<file path="src/sv/ppi_pkg.sv">
// Package for the polygon point-inclusion core.
// Holds the item kind codes and the fixed stream field widths.
// It depends on nothing else.
`timescale 1ns / 1ps

package ppi_pkg;

  localparam int FIELD_BITS    = 24;
  localparam int INDEX_BITS    = 4;
  localparam int KIND_BITS     = 2;
  localparam int CFG_BITS      = 5;
  localparam int IN_DATA_BITS  = 152;
  localparam int OUT_DATA_BITS = 8;

  typedef enum logic [KIND_BITS-1:0] {
    KIND_WRITE = 2'd0,
    KIND_TEST  = 2'd1,
    KIND_MOVE  = 2'd2
  } kind_e;

endpackage

</file>
<file path="src/sv/ppi_vertex_mem.sv">
// Vertex store of the polygon point-inclusion core.
// One write port and one read port with registered read data; x and y share a word.
// It depends on no package.
`timescale 1ns / 1ps

module ppi_vertex_mem #(
  parameter int DEPTH      = 16,
  parameter int COORD_BITS = 24,
  parameter int AW         = 4
) (
  input  logic                  clk_i,
  input  logic                  we_i,
  input  logic [AW-1:0]         waddr_i,
  input  logic [COORD_BITS-1:0] wx_i,
  input  logic [COORD_BITS-1:0] wy_i,
  input  logic                  re_i,
  input  logic [AW-1:0]         raddr_i,
  output logic [COORD_BITS-1:0] rx_o,
  output logic [COORD_BITS-1:0] ry_o
);

  logic [2*COORD_BITS-1:0] mem_q [DEPTH];
  logic [2*COORD_BITS-1:0] rdata_q;

  always_ff @(posedge clk_i) begin
    if (we_i) begin
      mem_q[waddr_i] <= {wy_i, wx_i};
    end
  end

  always_ff @(posedge clk_i) begin
    if (re_i) begin
      rdata_q <= mem_q[raddr_i];
    end
  end

  assign rx_o = rdata_q[COORD_BITS-1:0];
  assign ry_o = rdata_q[2*COORD_BITS-1:COORD_BITS];

endmodule

</file>
<file path="src/sv/ppi_mul.sv">
// Shared signed multiplier of the polygon point-inclusion core.
// Takes one operand pair per enabled cycle and registers the full product.
// It depends on no package.
`timescale 1ns / 1ps

module ppi_mul #(
  parameter int W = 25
) (
  input  logic                  clk_i,
  input  logic                  en_i,
  input  logic signed [W-1:0]   a_i,
  input  logic signed [W-1:0]   b_i,
  output logic signed [2*W-1:0] p_o
);

  logic signed [2*W-1:0] p_q;

  always_ff @(posedge clk_i) begin
    if (en_i) begin
      p_q <= (2*W)'(a_i) * (2*W)'(b_i);
    end
  end

  assign p_o = p_q;

endmodule

</file>
<file path="src/sv/polygon_point_inclusion_core.sv">
// Top level of the polygon point-inclusion core (even-odd ray casting).
// Uses ppi_pkg, ppi_vertex_mem and ppi_mul.
//
// Channel   Dir  Handshake                    Payload
// s_axis    in   s_axis_tvalid/s_axis_tready  tuser: kind; tdata: vertex and point fields
// m_axis    out  m_axis_tvalid/m_axis_tready  tdata: inside_res
// cfg       in   cfg_we_i                     cfg_wdata_i: vertex_count
//
// Each test edge goes through operand setup, two passes through the single shared multiplier
// and a compare; the single read port of the vertex store feeds one vertex per edge.
// Reset clears the control state and the vertex count; the vertex store is not cleared.
// Input is accepted only while the sequencer is idle, and one result may wait in the
// output register while the next item is accepted.
`timescale 1ns / 1ps

module polygon_point_inclusion_core #(
  parameter int MAX_VERTICES = 16,
  parameter int COORD_BITS   = 24
) (
  input  logic                               clk_i,
  input  logic                               rst_ni,
  input  logic                               s_axis_tvalid,
  output logic                               s_axis_tready,
  // Fields from bit 0: vertex_index[3:0], vertex_x[27:4], vertex_y[51:28],
  // point_a[75:52], point_b[99:76], shift_x[123:100], shift_y[147:124], zero fill.
  input  logic [ppi_pkg::IN_DATA_BITS-1:0]   s_axis_tdata,
  // Fields from bit 0: kind[1:0].
  input  logic [ppi_pkg::KIND_BITS-1:0]      s_axis_tuser,
  output logic                               m_axis_tvalid,
  input  logic                               m_axis_tready,
  // Fields from bit 0: inside_res[0], zero fill.
  output logic [ppi_pkg::OUT_DATA_BITS-1:0]  m_axis_tdata,
  input  logic                               cfg_we_i,
  input  logic [ppi_pkg::CFG_BITS-1:0]       cfg_wdata_i
);

  localparam int W  = COORD_BITS + 1;
  localparam int AW = (MAX_VERTICES > 1) ? $clog2(MAX_VERTICES) : 1;
  localparam int NW = $clog2(MAX_VERTICES + 1);
  localparam int FB = ppi_pkg::FIELD_BITS;

  typedef enum logic [2:0] {
    S_IDLE,
    S_PRIME,
    S_OPS,
    S_MUL1,
    S_MUL2,
    S_CMP,
    S_FIN,
    S_MOVE
  } state_e;

  function automatic logic signed [COORD_BITS-1:0] to_coord(input logic [FB-1:0] f);
    return COORD_BITS'($signed(f));
  endfunction

  state_e                         state_q;
  logic [AW-1:0]                  idx_q;
  logic                           inside_q;
  logic                           out_valid_q;
  logic                           out_res_q;
  logic [ppi_pkg::CFG_BITS-1:0]   count_q;

  logic signed [COORD_BITS-1:0]   pa_q, pb_q;
  logic [COORD_BITS-1:0]          sx_q, sy_q;
  logic signed [COORD_BITS-1:0]   prev_x_q, prev_y_q;
  logic signed [W-1:0]            opa1_q, opb1_q, opa2_q, opb2_q;
  logic                           cross_q;
  logic signed [2*W-1:0]          lhs_q;

  logic                           in_fire;
  ppi_pkg::kind_e                 in_kind;
  logic [ppi_pkg::INDEX_BITS-1:0] in_index;
  logic                           index_ok;
  logic [NW-1:0]                  n_eff;
  logic                           n_zero;
  logic [AW-1:0]                  last_addr;

  logic                           mem_we, mem_re;
  logic [AW-1:0]                  mem_waddr, mem_raddr;
  logic [COORD_BITS-1:0]          mem_wx, mem_wy;
  logic [COORD_BITS-1:0]          rd_x, rd_y;

  logic signed [COORD_BITS-1:0]   xi, yi;
  logic                           y_neg;
  logic signed [W-1:0]            op_ax, op_d, op_dy, op_ex;
  logic                           op_cross;

  logic                           mul_en;
  logic signed [W-1:0]            mul_a, mul_b;
  logic signed [2*W-1:0]          prod;

  assign in_fire  = s_axis_tvalid && s_axis_tready;
  assign in_kind  = ppi_pkg::kind_e'(s_axis_tuser);
  assign in_index = s_axis_tdata[3:0];
  assign index_ok = (32'(in_index) < MAX_VERTICES);

  assign n_eff     = (32'(count_q) > MAX_VERTICES) ? NW'(MAX_VERTICES) : NW'(count_q);
  assign n_zero    = (n_eff == '0);
  assign last_addr = AW'(n_eff - NW'(1));

  always_comb begin
    mem_we    = 1'b0;
    mem_waddr = AW'(in_index);
    mem_wx    = to_coord(s_axis_tdata[27:4]);
    mem_wy    = to_coord(s_axis_tdata[51:28]);
    mem_re    = 1'b0;
    mem_raddr = idx_q;
    case (state_q)
      S_IDLE: begin
        if (in_fire) begin
          case (in_kind)
            ppi_pkg::KIND_WRITE: begin
              mem_we = index_ok;
            end
            ppi_pkg::KIND_TEST: begin
              mem_re    = !n_zero;
              mem_raddr = last_addr;
            end
            ppi_pkg::KIND_MOVE: begin
              mem_re    = !n_zero;
              mem_raddr = '0;
            end
            default: begin
            end
          endcase
        end
      end
      S_PRIME: begin
        mem_re = 1'b1;
      end
      S_CMP: begin
        mem_re    = (idx_q != last_addr);
        mem_raddr = idx_q + AW'(1);
      end
      S_MOVE: begin
        mem_we    = 1'b1;
        mem_waddr = idx_q;
        mem_wx    = rd_x + sx_q;
        mem_wy    = rd_y + sy_q;
        mem_re    = (idx_q != last_addr);
        mem_raddr = idx_q + AW'(1);
      end
      default: begin
      end
    endcase
  end

  ppi_vertex_mem #(
    .DEPTH      (MAX_VERTICES),
    .COORD_BITS (COORD_BITS),
    .AW         (AW)
  ) u_mem (
    .clk_i   (clk_i),
    .we_i    (mem_we),
    .waddr_i (mem_waddr),
    .wx_i    (mem_wx),
    .wy_i    (mem_wy),
    .re_i    (mem_re),
    .raddr_i (mem_raddr),
    .rx_o    (rd_x),
    .ry_o    (rd_y)
  );

  // Edge operands: the current vertex comes from the store, the previous one from a register.
  // The sign of the vertical extent is folded into both the extent and the point offset.
  assign xi       = $signed(rd_x);
  assign yi       = $signed(rd_y);
  assign y_neg    = (prev_y_q < yi);
  assign op_ax    = W'(pa_q) - W'(xi);
  assign op_ex    = W'(prev_x_q) - W'(xi);
  assign op_d     = y_neg ? (W'(yi) - W'(prev_y_q)) : (W'(prev_y_q) - W'(yi));
  assign op_dy    = y_neg ? (W'(yi) - W'(pb_q)) : (W'(pb_q) - W'(yi));
  assign op_cross = (yi > pb_q) != (prev_y_q > pb_q);

  assign mul_en = (state_q == S_MUL1) || (state_q == S_MUL2);
  assign mul_a  = (state_q == S_MUL1) ? opa1_q : opa2_q;
  assign mul_b  = (state_q == S_MUL1) ? opb1_q : opb2_q;

  ppi_mul #(
    .W (W)
  ) u_mul (
    .clk_i (clk_i),
    .en_i  (mul_en),
    .a_i   (mul_a),
    .b_i   (mul_b),
    .p_o   (prod)
  );

  always_ff @(posedge clk_i or negedge rst_ni) begin
    if (!rst_ni) begin
      state_q     <= S_IDLE;
      idx_q       <= '0;
      inside_q    <= 1'b0;
      out_valid_q <= 1'b0;
      out_res_q   <= 1'b0;
      count_q     <= '0;
    end else begin
      if (cfg_we_i) begin
        count_q <= cfg_wdata_i;
      end
      if (out_valid_q && m_axis_tready && (state_q != S_FIN)) begin
        out_valid_q <= 1'b0;
      end
      case (state_q)
        S_IDLE: begin
          if (in_fire) begin
            case (in_kind)
              ppi_pkg::KIND_TEST: begin
                inside_q <= 1'b0;
                idx_q    <= '0;
                state_q  <= n_zero ? S_FIN : S_PRIME;
              end
              ppi_pkg::KIND_MOVE: begin
                idx_q <= '0;
                if (!n_zero) begin
                  state_q <= S_MOVE;
                end
              end
              default: begin
              end
            endcase
          end
        end
        S_PRIME: state_q <= S_OPS;
        S_OPS:   state_q <= S_MUL1;
        S_MUL1:  state_q <= S_MUL2;
        S_MUL2:  state_q <= S_CMP;
        S_CMP: begin
          if (cross_q && (lhs_q < prod)) begin
            inside_q <= !inside_q;
          end
          if (idx_q == last_addr) begin
            state_q <= S_FIN;
          end else begin
            idx_q   <= idx_q + AW'(1);
            state_q <= S_OPS;
          end
        end
        S_FIN: begin
          if (!out_valid_q || m_axis_tready) begin
            out_valid_q <= 1'b1;
            out_res_q   <= inside_q;
            state_q     <= S_IDLE;
          end
        end
        S_MOVE: begin
          if (idx_q == last_addr) begin
            state_q <= S_IDLE;
          end else begin
            idx_q <= idx_q + AW'(1);
          end
        end
        default: state_q <= S_IDLE;
      endcase
    end
  end

  always_ff @(posedge clk_i) begin
    if ((state_q == S_IDLE) && in_fire) begin
      pa_q <= to_coord(s_axis_tdata[75:52]);
      pb_q <= to_coord(s_axis_tdata[99:76]);
      sx_q <= to_coord(s_axis_tdata[123:100]);
      sy_q <= to_coord(s_axis_tdata[147:124]);
    end
    if ((state_q == S_PRIME) || (state_q == S_CMP)) begin
      prev_x_q <= xi;
      prev_y_q <= yi;
    end
    if (state_q == S_OPS) begin
      opa1_q  <= op_ax;
      opb1_q  <= op_d;
      opa2_q  <= op_ex;
      opb2_q  <= op_dy;
      cross_q <= op_cross;
    end
    if (state_q == S_MUL2) begin
      lhs_q <= prod;
    end
  end

  assign s_axis_tready = (state_q == S_IDLE);
  assign m_axis_tvalid = out_valid_q;
  assign m_axis_tdata  = {{(ppi_pkg::OUT_DATA_BITS-1){1'b0}}, out_res_q};

  a_write_only_idle_or_move: assert property (
    @(posedge clk_i) disable iff (!rst_ni)
    mem_we |-> ((state_q == S_IDLE) || (state_q == S_MOVE))
  ) else $error("vertex store written during a test walk");

  a_fin_loads_free_slot: assert property (
    @(posedge clk_i) disable iff (!rst_ni)
    ((state_q == S_FIN) && !out_valid_q) |=> (out_valid_q && (state_q == S_IDLE))
  ) else $error("finished test did not load a free output register");

  a_lhs_from_first_pass: assert property (
    @(posedge clk_i) disable iff (!rst_ni)
    (state_q == S_MUL2) |=> ((state_q == S_CMP) && (lhs_q == $past(prod)))
  ) else $error("first product not held for the edge compare");

endmodule

</file>
<file path="config.mk">
export PLATFORM = sky130hd
export DESIGN_NAME = polygon_point_inclusion_core
export DESIGN_NICKNAME = d
export VERILOG_FILES = /design/src/sv/ppi_pkg.sv /design/src/sv/ppi_vertex_mem.sv /design/src/sv/ppi_mul.sv /design/src/sv/polygon_point_inclusion_core.sv
export SDC_FILE = /design/constraint.sdc
export NUM_CORES = 2
export LEC_CHECK = 0
export BUFFER_PORTS_ARGS = -buffer_cell sky130_fd_sc_hd__buf_2
export CAP_MARGIN = 0
export CELL_PAD_IN_SITES_DETAIL_PLACEMENT = 1
export CELL_PAD_IN_SITES_GLOBAL_PLACEMENT = 1
export CORE_ASPECT_RATIO = 1.25
export CORE_UTILIZATION = 50
export DETAILED_ROUTE_END_ITERATION = 10
export PLACE_DENSITY_LB_ADDON = 0.1
export SLEW_MARGIN = 20
export SYNTH_ARGS = -nofsm -noshare
export SYNTH_HDL_FRONTEND = slang
export SYNTH_SLANG_ARGS = --single-unit
</file>
<file path="constraint.sdc">
create_clock -name clk_i -period 12 [get_ports clk_i]
set_input_delay 1.8 -clock clk_i [delete_from_list [all_inputs] [get_ports clk_i]]
set_output_delay 1.8 -clock clk_i [all_outputs]
set_load 0.1 [all_outputs]
</file>
==> summary.md <==
| Metric | Value |
|---|---|
| Post-synthesis async set-or-reset flop share | 0.0128 |
| Highest net fanout along the worst path | 40 |
| Number of iterations in the first detailed-routing pass | 5 |
| R2R setup slack | 2.12 ns |
| Total inserted antenna cells | 0 |
| Kind of launch point of the worst setup path | flip-flop |
| Status | complete, no violations |
| Unrepaired setup endpoints after global routing | no |
| Number of unique standard cell types used by synthesis | 96 |
| Core Area | 0.154 sq mm |
| Depth of the worst hold-timing path | 0 |
| Max Cap Violations | 0 |
| Number of warnings reported in the yosys synthesis log | 0 |
| Top FF cell, synth | sky130_fd_sc_hd__edfxtp_1 |
| Maximum number of pins on one net before global-route repair | 159 |
| Synthesized instance count | 7048 |
| Sink Count | 1176 |
| Residual DRC | 0 |
| Antenna-violating nets left | 0 |
| Number of input and output port buffers inserted | 162 |
| Upper clock frequency limit | 101 MHz |
| Worst reg2reg path startpoint | state_q[2] |
| CP cell instances | inv_1 -> nand3_4 -> buf_4 -> mux2i_4 -> nor2_1 -> fa_1 -> fa_1 -> inv_1 -> fa_1 -> inv_1 -> fa_1 -> fa_1 -> fa_1 -> fa_1 -> ha_1 -> a21o_1 -> a21o_1 -> a21oi_1 -> o21ai_0 -> a221o_1 -> a21oi_1 -> o31ai_1 -> xnor2_1 |
| Full die area | 0.157 sq mm |
| Most common cell type on the critical path | sky130_fd_sc_hd__fa_1 |
| Final min period | 9.88 ns |
| Wire length of the first global-routing pass | 356 mm |
| Area growth syn-to-layout | 9.22% |
| Detailed-route wire length per cell | 25.6 microns |
| Num rows | 161 |
| Transition time at the pin with the least slew margin | 1.24 ns |
| Count of routing violations after the opening detailed-route iteration | 3860 |
| Share of post-route cells with drive strength above 1 | 0.0832 |
| Tcrit/Tclk final | 0.823 |
| Clock insertion delay at the later pin of the skew report | 0.79 ns |
| CP Data Arrival Time | 10.35 ns |
| Critical path start-end classification | flip-flop to flip-flop |
| Starting Density | 0.504 |
| Cell types with the largest area share after synthesis | sky130_fd_sc_hd__edfxtp_1, sky130_fd_sc_hd__fa_1, sky130_fd_sc_hd__ha_1 |
| DIE WIDTH | 355 microns |
| Number of synthesized register bits | 1176 |
| Total grt overflow | 0 |
| Endpoints failing hold | 0 |
| H-tree depth | 3 |
| Worst Skew | 0.0696 ns |
| Setup Buffers After CTS | 0 |
| Clock tree root buffer cell | sky130_fd_sc_hd__clkbuf_16 |
| FF-to-FF path depth | 23 |
| Worst-case clock buffer depth | 3 |
| Global-route usage over all layers | 0.302 |
| Initial antenna violation count | 11 |
| Max-slew violation count | 0 |
| Weighted congestion at the end of routability-driven global placement | 0.949 |
| Critical path data required time | 12.47 ns |
| Setup violators final | 0 |
| Vertical die dimension | 443 microns |
| Clock slew at the register clock pins of the worst setup and hold paths | 0.06 ns |
| Vias | 54410 |
| Min-Delay Path Class | flip-flop to flip-flop |
| Routed via count divided by cell count | 5.88 |
| Hold path startpoint | u_mul.p_o[1] |
| Number of CTS-inserted buffers | 117 |
| Number of flops mapped to enable cells by yosys | 1161 |
| CP max stage cell | sky130_fd_sc_hd__mux2i_4 |
| Number of instances resized during post-cts repair | 0 |
| Kind of end point of the critical path | flip-flop |
| Top-Level Pins | 174 |
| Sequential fraction of the synthesis area | 0.454 |
| Hold worst-path end | lhs_q[1] |
| Estimated wirelength of the detail-placed design | 168 mm |
| Portion of synthesized cell area occupied by the leading cell type | 0.449 |
| Summed negative setup slack over all endpoints | 0 ns |
| Aggregate routed wire length | 237 mm |
| Slew margin rel. | 0.146 |
| Count of hold buffers inserted by post-cts repair | 0 |
| Synthesized area per cell | 11.0 sq um |
| Post-synthesis cell type with the largest combined area | sky130_fd_sc_hd__edfxtp_1 |
| Cell Area, Synth | 0.0777 sq mm |
| Post-layout net count | 8368 |
| Via count of the first global-routing pass | 59314 |
| Critical register-to-register path endpoint | u_mul.p_o[49] |
| Worst stage delay on the critical path | 1.03 ns |
| TritonCTS clock tree | built |
==> synthesized netlist by cell type (15+ instances only) <==
| cell | instances |
|---|---|
| sky130_fd_sc_hd__nand4_1 | 31 |
| sky130_fd_sc_hd__nand3_1 | 428 |
| sky130_fd_sc_hd__a31oi_1 | 76 |
| sky130_fd_sc_hd__a21oi_1 | 195 |
| sky130_fd_sc_hd__a221oi_1 | 22 |
| sky130_fd_sc_hd__or3_1 | 18 |
| sky130_fd_sc_hd__buf_2 | 44 |
| sky130_fd_sc_hd__mux2_2 | 53 |
| sky130_fd_sc_hd__xnor2_1 | 93 |
| sky130_fd_sc_hd__a21o_1 | 116 |
| sky130_fd_sc_hd__a211oi_1 | 15 |
| sky130_fd_sc_hd__clkbuf_1 | 252 |
| sky130_fd_sc_hd__o21a_1 | 50 |
| sky130_fd_sc_hd__o211ai_1 | 20 |
| sky130_fd_sc_hd__nor2_1 | 471 |
| sky130_fd_sc_hd__o21bai_1 | 19 |
| sky130_fd_sc_hd__inv_1 | 835 |
| sky130_fd_sc_hd__dfrtp_1 | 15 |
| sky130_fd_sc_hd__mux2i_1 | 72 |
| sky130_fd_sc_hd__and2_1 | 25 |
| sky130_fd_sc_hd__nor2b_1 | 31 |
| sky130_fd_sc_hd__ha_1 | 411 |
| sky130_fd_sc_hd__xor2_1 | 77 |
| sky130_fd_sc_hd__nor3_1 | 53 |
| sky130_fd_sc_hd__edfxtp_1 | 1161 |
| sky130_fd_sc_hd__a311oi_1 | 97 |
| sky130_fd_sc_hd__o21ai_0 | 151 |
| sky130_fd_sc_hd__nand2_1 | 1230 |
| sky130_fd_sc_hd__nand2b_1 | 35 |
| sky130_fd_sc_hd__fa_1 | 666 |
| sky130_fd_sc_hd__and3_1 | 75 |
==> cells in the final DEF (no fill, tap or decap), types with 23 or more instances in the layout <==
cell type,count
sky130_fd_sc_hd__nand4_1,31
sky130_fd_sc_hd__nor2_1,453
sky130_fd_sc_hd__nand2_1,1228
sky130_fd_sc_hd__clkbuf_16,117
sky130_fd_sc_hd__nor2b_1,30
sky130_fd_sc_hd__a21o_1,116
sky130_fd_sc_hd__a311oi_1,97
sky130_fd_sc_hd__buf_4,114
sky130_fd_sc_hd__buf_2,162
sky130_fd_sc_hd__mux2i_2,25
sky130_fd_sc_hd__a31oi_1,76
sky130_fd_sc_hd__nand2b_1,35
sky130_fd_sc_hd__o21a_1,50
sky130_fd_sc_hd__clkinv_1,26
sky130_fd_sc_hd__nand3_1,427
sky130_fd_sc_hd__clkinv_2,23
sky130_fd_sc_hd__mux2_2,53
sky130_fd_sc_hd__edfxtp_1,1161
sky130_fd_sc_hd__clkbuf_1,24
sky130_fd_sc_hd__o21ai_0,145
sky130_fd_sc_hd__a21oi_1,195
sky130_fd_sc_hd__nor3_1,53
sky130_fd_sc_hd__xor2_1,77
sky130_fd_sc_hd__ha_1,411
sky130_fd_sc_hd__fa_1,666
sky130_fd_sc_hd__and2_1,25
sky130_fd_sc_hd__inv_1,834
sky130_fd_sc_hd__and3_1,74
sky130_fd_sc_hd__xnor2_1,93
sky130_fd_sc_hd__mux2i_1,45
==> critical path, delay by kind of cell (launching register included) <==
family | cells | cell delay (ns)
buffers and inverters | 4 | 1.28
adders and majority gates | 8 | 4.68
and+or+nand+nor | 2 | 0.36
DFF | 1 | 0.48
AOI/OAI and AO/OA | 7 | 1.60
muxes | 1 | 1.03
xor gates and xnor gates | 1 | 0.15
==> final cells by class <==
type / instances / area, sq um
well taps: 2037 / 2550
repair buffers: 280 / 1750
clock buffers: 141 / 3020
multi-input cells: 4716 / 38400
clock inverters: 75 / 768
fillers: 16265 / 69300
flip-flops and latches: 1176 / 35200
inverters: 836 / 3140
==> how the worst max path moves through the flow <==
stage                from            end  slack, ns  cells past startpoint
5_1_grt        state_q[2]  u_mul.p_o[49]       1.70                     23
6_report       state_q[2]  u_mul.p_o[49]       2.12                     23
3_3_place_gp   state_q[2]  u_mul.p_o[49]       2.31                     23
2_1_floorplan  state_q[0]  u_mul.p_o[49]       3.66                     26
4_1_cts        state_q[2]  u_mul.p_o[49]       2.06                     23
3_5_place_dp   state_q[2]  u_mul.p_o[49]       2.11                     23
==> flip-flops by register name, summed over array words and instances, names as in the netlist, 25 cells and up <==
name           count
u_mem.mem_q      768
opa1_q            25
opa2_q            25
opb1_q            25
lhs_q             50
u_mem.rdata_q     48
u_mul.p_o         50
opb2_q            25
==> through the flow <==
| stage | util | instance area (sq um) | cells | worst slack, ns | hold WS, ns |
|---|---|---|---|---|---|
| after floorplan | - | 77700 | 7054 | 3.66 | 0.418 |
| after global placement | 0.526 | 81000 | 9045 | 2.31 | 0.432 |
| after detailed placement | 0.526 | 81000 | 9045 | 2.11 | 0.436 |
| after CTS | 0.550 | 84800 | 9261 | 2.06 | 0.439 |
| after global routing | 0.551 | 84800 | 9261 | 1.70 | 0.452 |
| final | 0.551 | 84800 | 9261 | 2.12 | 0.443 |
==> metal layers <==
layer  track usage  up-vias  part of all wire
li1              -    24099                 -
met1         0.363    28138              0.39
met2         0.534     1620              0.51
met3        0.0430      539             0.056
met4         0.138       14             0.049
met5             0        -           0.00038
==> kinds of logic after synthesis <==
logic type                 count (synthesis)  synth area share
and+or+nand+nor                         2444             0.136
DFF                                     1176             0.454
buffers and inverters                   1162            0.0578
adders and majority gates               1077             0.238
AOI/OAI and AO/OA                        891            0.0786
xor gates and xnor gates                 171            0.0194
muxes                                    126            0.0172
other                                      1         0.0000483
Power is not shown: default switching activity piles up to over one toggle a cycle in this logic, so the estimate is an artifact.
